[config.mk]
export PLATFORM = sky130hd
export DESIGN_NAME = rpa_alu
export DESIGN_NICKNAME = d
export VERILOG_FILES = /design/src/sv/refcounted_page_allocator_unit_macros.svh /design/src/sv/rpa_pkg.sv /design/src/sv/rpa_alu.sv
export SDC_FILE = /design/constraint.sdc
export NUM_CORES = 1
export LEC_CHECK = 0
export CORE_UTILIZATION = 40
export DETAILED_ROUTE_END_ITERATION = 12
export DONT_BUFFER_PORTS = 1
export PLACE_DENSITY = 0.6
export SYNTH_ARGS = -nofsm -noshare
export SYNTH_HDL_FRONTEND = slang
export SYNTH_SLANG_ARGS = --single-unit
[constraint.sdc]
create_clock -name vclk -period 3
set_clock_uncertainty 0.05 [all_clocks]
set_input_delay 0.15 -clock vclk [all_inputs]
set_output_delay 0.15 -clock vclk [all_outputs]
set_load 0.01 [all_outputs]
[src/sv/refcounted_page_allocator_unit_macros.svh]
// Assertion macros shared by the page allocator RTL.
`ifndef REFCOUNTED_PAGE_ALLOCATOR_UNIT_MACROS_SVH
`define REFCOUNTED_PAGE_ALLOCATOR_UNIT_MACROS_SVH
`ifndef NO_ASSERTIONS
// Same-cycle implication, checked on every rising edge outside reset.
`define RPA_ASSERT_NOW(lbl, ante, cons) \
    lbl: assert property (@(posedge clk) disable iff (!rst_n) (ante) |-> (cons)) \
        else $error("page allocator assertion failed");
// Next-cycle implication, checked on every rising edge outside reset.
`define RPA_ASSERT_NEXT(lbl, ante, cons) \
    lbl: assert property (@(posedge clk) disable iff (!rst_n) (ante) |=> (cons)) \
        else $error("page allocator assertion failed");
`else
`define RPA_ASSERT_NOW(lbl, ante, cons)
`define RPA_ASSERT_NEXT(lbl, ante, cons)
`endif
`endif

[src/sv/rpa_pkg.sv]
// Constants, codes and shared types of the page allocator.
package rpa_pkg;

    localparam int NUM_PAGES   = 32768;
    localparam int PAGE_BYTES  = 4096;
    localparam int COUNT_BITS  = 16;

    localparam int ADDR_W      = 32;
    localparam int PAGE_SHIFT  = $clog2(PAGE_BYTES);
    localparam int IDX_W       = $clog2(NUM_PAGES);
    localparam int DEPTH_W     = IDX_W + 1;
    localparam int FIRST_W     = ADDR_W - PAGE_SHIFT + 1;
    localparam int ALU_W       = ADDR_W + 1;
    localparam int CNT_OUT_W   = 16;
    localparam int IN_DATA_W   = 32;
    localparam int IN_USER_W   = 2;
    localparam int OUT_DATA_W  = 56;
    localparam int CFG_INDEX_W = 8;
    localparam int CFG_COUNT   = 4;

    localparam logic [ALU_W-1:0] CAP_BYTES  = ALU_W'(NUM_PAGES) << PAGE_SHIFT;
    localparam logic [ALU_W-1:0] PAGE_MASK  = ALU_W'(PAGE_BYTES - 1);
    localparam logic [COUNT_BITS-1:0] CNT_MAX = '1;

    localparam logic [ADDR_W-1:0] MEM_BASE_RST   = 32'h8000_0000;
    localparam logic [ADDR_W-1:0] KERNEL_END_RST = 32'h8010_0000;
    localparam logic [ADDR_W-1:0] FREE_START_RST = 32'h8010_0000;
    localparam logic [ADDR_W-1:0] MEM_TOP_RST    = 32'h8800_0000;

    localparam logic [CFG_INDEX_W-1:0] REG_MEM_BASE   = 8'd0;
    localparam logic [CFG_INDEX_W-1:0] REG_KERNEL_END = 8'd1;
    localparam logic [CFG_INDEX_W-1:0] REG_FREE_START = 8'd2;
    localparam logic [CFG_INDEX_W-1:0] REG_MEM_TOP    = 8'd3;

    typedef enum logic [1:0] {
        OP_ALLOC = 2'd0,
        OP_FREE  = 2'd1,
        OP_INC   = 2'd2,
        OP_DEC   = 2'd3
    } op_t;

    typedef enum logic [2:0] {
        STAT_OK      = 3'd0,
        STAT_EMPTY   = 3'd1,
        STAT_BADADDR = 3'd2,
        STAT_UNDER   = 3'd3,
        STAT_OVER    = 3'd4
    } status_t;

    // Request to the shared adder: a + b, or a - b when sub is set.
    typedef struct packed {
        logic             sub;
        logic [ALU_W-1:0] a;
        logic [ALU_W-1:0] b;
    } alu_req_t;

    // flag is the borrow of a subtraction or the carry of an addition.
    typedef struct packed {
        logic [ALU_W-1:0] value;
        logic             flag;
    } alu_rsp_t;

endpackage

[src/sv/rpa_alu.sv]
// Shared 33-bit add/subtract unit used by the allocator sequencer.
module rpa_alu
    import rpa_pkg::*;
(
    input  alu_req_t req,
    output alu_rsp_t rsp
);

    logic [ALU_W:0] sum;

    assign sum = {1'b0, req.a} + {1'b0, (req.sub ? ~req.b : req.b)}
               + {{ALU_W{1'b0}}, req.sub};

    always_comb
    begin
        rsp.value = sum[ALU_W-1:0];
        // A subtraction without carry out means a < b.
        rsp.flag  = req.sub ? ~sum[ALU_W] : sum[ALU_W];
    end

endmodule

==> results.py, run 1 <==
metrics = {
    "outcome": {
        "status": "finished clean",
    },
    "timing": {
        "fmax_mhz": 370,
        "rsz0062_at_grt": "false",
        "timing.hold.ws_ps": 328,
        "min_period_over_period": 0.902,
        "max_slew_margin": 0.687,
        "period_minus_slack_ps": 2700,
        "hold_viol_final": 0,
        "setup_tns_ps": 0,
        "setup_viol": 0,
        "worst_pin_slew_ps": 468,
        "drv_slew": 0,
    },
    "power_and_ir_drop": {
        "p_clk_frac": 0,
        "p_int_w": 0.000285,
        "peakVddDrop_mv": 0.0974,
        "p_sw_frac": 0.614,
        "p_seq_frac": 0,
        "p_comb_frac": 1.000,
        "power.leakage_nw": 0.989,
        "p_total_w": 0.000738,
        "p_sw_w": 0.000453,
        "powerDensity_nw_per_um2": 340,
    },
    "die": {
        "design.core.area_um2": 5140,
        "die_h_um": 75.1,
        "die_w_um": 75.1,
        "die_area_um2": 5640,
        "rows": 26,
        "start_util": 0.416,
        "io_pins": 101,
    },
    "synthesis": {
        "synth_top_area_share": 0.187,
        "synth.most_common_cell": "xor2_1",
        "syn_inst": 285,
        "yosysSeqAreaShare": 0,
        "synth-simple-area-share": 0.174,
        "ys_types": 50,
        "yosys_warnings": 0,
        "synth_top_family_by_area": "compound AO/OA/AOI/OAI gates",
        "syn_area_um2": 2140,
        "synth.largest_area_cell": "ha_1",
        "netlist_top_cells_count": "42 x xor2_1, 32 x ha_1, 21 x a21oi_1",
        "synthXorXnorAreaFrac": 0.254,
        "synth.area.top_cells": "ha_1 19%, xor2_1 17%, xnor2_1 8.2%, a21o_1 6.3%, a21oi_1 4.9%",
        "synth_compound_area_frac": 0.319,
        "synthMuxAreaShare": 0.0105,
        "syn_avg_cell_area_um2": 7.50,
        "synthAdderAreaFrac": 0.197,
        "syn_nets": 385,
    },
    "setup_path": {
        "critPathMaxFanout": 34,
        "crit_type": "in2out",
        "cp.arrival_ps": 2500,
        "end_kind": "output pin",
        "critPathLaunchType": "input port",
        "critical_path_required_ps": 2800,
    },
    "global_routing": {
        "use_met2": 0.278,
        "antenna_found_initial": 0,
        "grt_pass1_wl_mm": 7.51,
        "grt.busiest_layer": "met2",
        "use_met3": 0.0228,
        "use_met1": 0.225,
        "grt_pass1_vias": 1755,
        "gr-total-overflow": 0,
        "grtUsageTotal": 0.161,
        "grt_max_degree": 35,
    },
    "detailed_routing": {
        "dr.pass1.iters": 4,
        "wl_per_cell_um": 14.7,
        "viasPerCell": 5.73,
        "vias": 1960,
        "drtAntennaViolNets": 0,
        "drtIter0Drc": 120,
        "wirelength_mm": 5.03,
        "drc_errors": 0,
    },
    "flow_run": {
        "drv_cap": 0,
    },
    "place": {
        "dp_hpwl_mm": 4.26,
        "port_buffers": 0,
        "placed_cell_area_um2": 2170,
        "place_congestion": 0.826,
        "dp.cells": 342,
    },
    "hold_path": {
        "worstHoldPathType": "in2out",
    },
    "layout": {
        "drive_above_1_share": 0.0441,
        "diodes": 0,
        "ff_latch_area_um2": 0,
        "areaGrowthSynthToFinish_pct": 1.40,
        "fin_cells": 342,
        "final_cell_area_um2": 2170,
        "n_sequential_cell": 0,
        "nNetsFinal": 374,
        "nClkBuffers": 0,
    },
    "clocking": {
        "holdBufCountCts": 0,
        "post-cts-setup-buffers": 0,
        "cts_resized": 0,
    },
}
[power by group through the flow]
| stage | clock network [W] | logic [W] | registers [W] |
|---|---|---|---|
| after global routing | 0 | 0.000813 | 0 |
| final | 0 | 0.000738 | 0 |
| after global placement | 0 | 0.000735 | 0 |
| after CTS | 0 | 0.000742 | 0 |
| after detailed placement | 0 | 0.000738 | 0 |
| after floorplan | 0 | 0.000636 | 0 |
[cell families after synthesis]
group | after synthesis
AND/OR/NAND/NOR | 75
buffers and inverters | 24
adder cells (fa/ha/maj) | 33
AO/OA/AOI/OAI | 90
multiplexers | 1
XOR/XNOR | 62
[metal layers]
metal	up-vias	part of all wire
met5	-	0
met4	0	0
met3	0	0.069
met2	63	0.45
met1	875	0.48
li1	1022	-
[final timing paths]
check	from	to	slack (ps)	cells past startpoint
max	req[66]	rsp[30]	300	9
min	req[0]	rsp[1]	330	1
[layout make-up]
| type | count | area, um2 |
|---|---|---|
| Inverter | 11 | 41.3 |
| Multi-Input combinational cell | 261 | 2040 |
| Fill cell | 548 | 2970 |
| Tap cell | 70 | 87.6 |
[through the flow]
step | util | worst slack, ps
floorplan | - | 35.0
global placement | 0.422 | 352
detailed placement | 0.422 | 260
CTS | 0.422 | 247
global route | 0.422 | 127
finish | 0.422 | 295
[placed cells by master, fill, tap and decap left out, drive strengths merged, types with 10 or more instances in the layout]
cell   instances
xnor2         20
a21o          18
nand2         20
a21oi         22
inv           11
nor2          17
ha            32
xor2          42
o21ai         14
nand4         10
[critical path: stages]
cell and delay (ps):
xor2_1 150, ha_1 380, a211oi_2 310, nor2_2 100
o311ai_4 420, o311ai_4 150, o41ai_4 410, o21ai_1 150
xor2_1 270
(Power assumes the default switching activity.)
==> run 2, diff against run 1 <==
Settings changed: PLACE_DENSITY 0.6 to 0.58.
Clock period 3 ns to 2.95 ns, I/O delays scaled along.
==> results.py, run 2 (synthesis gave the netlist of run 1 again) <==
metrics = {
    "timing": {
        "period_minus_slack_ps": 2720,
        "worst_pin_slew_ps": 455,
        "hold_viol_final": 0,
        "max_slew_margin": 0.695,
        "fmax_mhz": 368,
        "min_period_over_period": 0.921,
        "drv_slew": 0,
        "setup_viol": 0,
        "setup_tns_ps": 0,
        "rsz0062_at_grt": "false",
    },
    "layout": {
        "layout_common_cells": "42 x xor2_1, 32 x ha_1, 21 x a21oi_1",
        "diodes": 0,
        "n_sequential_cell": 0,
        "n_fill_cell": 577,
        "fin_cells": 342,
        "areaGrowthSynthToFinish_pct": 1.40,
        "drive_above_1_share": 0.0441,
        "layout_commonest_cell": "xor2_1",
        "nNetsFinal": 374,
        "ff_latch_area_um2": 0,
        "nClkBuffers": 0,
    },
    "detailed_routing": {
        "wl_per_cell_um": 14.9,
        "viasPerCell": 5.74,
        "drc_errors": 0,
        "drtAntennaViolNets": 0,
        "wirelength_mm": 5.08,
        "drtIter0Drc": 114,
        "vias": 1963,
        "dr.pass1.iters": 4,
    },
    "place": {
        "dp.cells": 342,
        "dp_hpwl_mm": 4.27,
        "port_buffers": 0,
        "place_congestion": 0.848,
    },
    "die": {
        "die_area_um2": 5640,
        "start_util": 0.416,
        "io_pins": 101,
        "die_h_um": 75.1,
        "die_w_um": 75.1,
        "design.core.area_um2": 5140,
        "rows": 26,
    },
    "global_routing": {
        "grt_max_degree": 35,
        "grtUsageTotal": 0.168,
        "antenna_found_initial": 0,
        "grt_pass1_vias": 1808,
        "gr-total-overflow": 0,
        "grt_pass1_wl_mm": 7.76,
    },
    "power_and_ir_drop": {
        "powerDensity_nw_per_um2": 348,
        "peakVddDrop_mv": 0.0935,
        "power.leakage_nw": 0.989,
    },
    "setup_path": {
        "cp.arrival_ps": 2520,
        "critPathLaunchType": "input port",
        "crit_type": "in2out",
        "critPathLaunch": "req[66]",
        "critical_path_required_ps": 2750,
        "critPathMaxFanout": 34,
        "end_kind": "output pin",
    },
    "clocking": {
        "cts_resized": 0,
        "holdBufCountCts": 0,
        "post-cts-setup-buffers": 0,
    },
    "outcome": {
        "status": "finished clean",
    },
    "hold_path": {
        "worstHoldPathType": "in2out",
        "hold_start": "req[0]",
    },
    "flow_run": {
        "drv_cap": 0,
    },
}
## run 2: cell counts in the layout (fill, tap and decap cells not counted)
No cell type changed its count.
## run 2: worst max-delay path: stages
cell      delay, ps
xor2_1          150
ha_1            370
a211oi_2        320
nor2_2          110
o311ai_4        420
o311ai_4        150
o41ai_4         400
o21bai_1        150
xor2_1          260
## run 2: area by class of cell
type               count  area [um2]  share of cell area
multi-input cells    261        2040               0.941
inverters             11        41.3              0.0190
well taps             70        87.6              0.0404
## run 2: final timing paths
check	to	slack (ps)	depth (start not counted)
hold / removal	rsp[1]	320	1
setup / recovery	rsp[32]	230	9
## run 2: per-stage QoR
step | worst slack, ps | utilization | area, um2 | power [W] | hold slack, ps
3_3_place_gp | 310 | 0.422 | 2170 | 0.000750 | 324
4_1_cts | 246 | 0.422 | 2170 | 0.000756 | 323
6_report | 232 | 0.422 | 2170 | 0.000755 | 323
3_5_place_dp | 252 | 0.422 | 2170 | 0.000753 | 323
2_1_floorplan | 110 | - | 2140 | 0.000647 | 321
5_1_grt | 115 | 0.422 | 2170 | 0.000836 | 337
## run 2: power by group
part	total [W]	internal, W	switching, W	leakage (nW)
clock	0	0	0	0
combinational	0.000755	0.000290	0.000465	0.989
sequential	0	0	0	0
total	0.000755	0.000290	0.000465	0.989
## run 2: routing by layer
layer,global-route usage,up-vias,routed length [um]
met1,0.244,872,2500
met5,0,-,0
met3,0.0214,0,344
met4,0,0,0
met2,0.279,68,2240
li1,-,1023,-
==> run 3, diff against run 2 <==
Settings changed: CORE_ASPECT_RATIO set to 1.5, GPL_TIMING_DRIVEN set to 0.
Clock period 2.95 ns to 2.6 ns, I/O delays scaled along.
==> results.py, run 3 (synthesis gave the netlist of run 1 again) <==
metrics = {
    "power_and_ir_drop": {
        "p_int_w": 0.000460,
        "peakVddDrop_mv": 0.177,
        "p_seq_frac": 0,
        "power.leakage_nw": 1.17,
        "p_sw_frac": 0.575,
        "p_comb_frac": 1.000,
        "p_clk_frac": 0,
        "p_sw_w": 0.000623,
        "powerDensity_nw_per_um2": 407,
    },
    "detailed_routing": {
        "wl_met1_mm": 2.04,
        "dr.pass1.iters": 4,
        "drc_errors": 0,
        "met2RoutedLength_mm": 3.52,
        "vias": 2141,
        "wl_per_cell_um": 16.4,
        "dr_wl_met3_um": 298,
        "wirelength_mm": 5.96,
        "viasPerCell": 5.90,
        "drtIter0Drc": 67,
        "drtAntennaViolNets": 0,
        "maxUsedRoutingLayer": "met4",
    },
    "layout": {
        "final_cell_area_um2": 2660,
        "diodes": 0,
        "drive_above_1_share": 0.258,
        "areaGrowthSynthToFinish_pct": 24.5,
        "ff_latch_area_um2": 0,
        "layout_common_cells": "41 x xor2_1, 22 x ha_1, 18 x nand2_1, 18 x a21o_1, 16 x nor2_1",
        "n_sequential_cell": 0,
        "multi_input_area_um2": 2320,
        "layout_commonest_cell": "xor2_1",
        "nClkBuffers": 0,
        "n_fill_cell": 532,
        "nNetsFinal": 397,
    },
    "die": {
        "rows": 32,
        "io_pins": 101,
        "die_h_um": 91.5,
        "start_util": 0.417,
        "die_area_um2": 5650,
        "die_w_um": 61.7,
        "design.core.area_um2": 5120,
    },
    "setup_path": {
        "critPathLaunchType": "input port",
        "crit_slowest_cell": "o311ai_4",
        "critical_path.top_delay_family": "compound AO/OA/AOI/OAI gates",
        "critical_path_required_ps": 2420,
        "crit_type": "in2out",
        "end_kind": "output pin",
        "max_stage_delay_ps": 390,
        "cp_num_buf_inv": 4,
        "cp.arrival_ps": 2530,
        "path_cells": "buf_12, clkbuf_16, xor2_1, ha_1, buf_6, a21oi_4, nand2_2, o311ai_4, buf_4, o21ai_2, and2_4, a221oi_2, xnor2_2",
        "critPathMaxFanout": 8,
    },
    "place": {
        "place_congestion": 0.839,
        "placed_cell_area_um2": 2280,
        "port_buffers": 0,
        "dp_hpwl_mm": 4.82,
    },
    "timing": {
        "setup_viol": 7,
        "setup_slack_ps": -106,
        "timing.hold.ws_ps": 288,
        "min_period_over_period": 1.04,
        "hold_viol_final": 0,
        "drv_slew": 0,
        "period_minus_slack_ps": 2710,
        "fmax_mhz": 370,
        "worst_pin_slew_ps": 415,
        "max_slew_margin": 0.716,
        "setup_tns_ps": -290,
        "rsz0062_at_grt": "true",
    },
    "clocking": {
        "holdBufCountCts": 0,
    },
    "global_routing": {
        "grt_pass1_vias": 2079,
        "grtUsageTotal": 0.203,
        "grt_pass1_wl_mm": 9.10,
        "antenna_found_initial": 0,
        "gr-total-overflow": 0,
        "grt_max_degree": 11,
    },
    "flow_run": {
        "drv_cap": 0,
    },
    "outcome": {
        "status": "finished with violations",
        "violations": "setup timing",
    },
    "hold_path": {
        "worstHoldPathType": "in2out",
    },
}
==> run 3: cell count changes in the layout (fill, tap and decap cells not counted), moves of 5 or more <==
cell,before,now
xnor2_1,20,15
a21oi_1,21,13
ha_2,0,6
buf_4,0,14
ha_1,32,22
a21oi_2,1,6
==> run 3: final timing paths <==
check,from,end,slack [ps],depth (start not counted)
setup / recovery,req[66],rsp[20],-110,13
hold / removal,req[0],rsp[1],290,1
==> run 3: metal layers <==
layer  vias up  GRT usage
li1       1063          -
met1      1004      0.191
met2        66      0.438
met3         8     0.0185
met4         0     0.0148
met5         -          0
==> run 3: power by group through the flow <==
| stage | Combinational [W] | Clock [W] | Sequential, W |
|---|---|---|---|
| 5_1_grt | 0.00117 | 0 | 0 |
| 3_3_place_gp | 0.000891 | 0 | 0 |
| 3_5_place_dp | 0.000898 | 0 | 0 |
| 2_1_floorplan | 0.000752 | 0 | 0 |
| 6_report | 0.00108 | 0 | 0 |
| 4_1_cts | 0.00101 | 0 | 0 |
==> run 3: through the flow <==
stage                     power, W  utilization  cells  setup slack (ps)
after CTS                  0.00101        0.489    357              -101
after global routing       0.00117        0.519    363              -180
after global placement    0.000891        0.446    353              -456
after detailed placement  0.000898        0.446    353              -450
final                      0.00108        0.519    363              -106
after floorplan           0.000752            -    285             -27.2
==> run 3: cell type report <==
type | instances | share of cell area
multi-input combinational | 261 | 0.873
tap | 68 | 0.0320
timing repair buffer | 15 | 0.0461
inverter | 11 | 0.0155
buffer | 8 | 0.0334
==> run 3: repair_timing <==
action,CTS,global route
gates resized for setup,34,22
gates cloned,1,0
buffers inserted,8,7
pin swaps,23,11
endpoints found under the setup margin,20,17
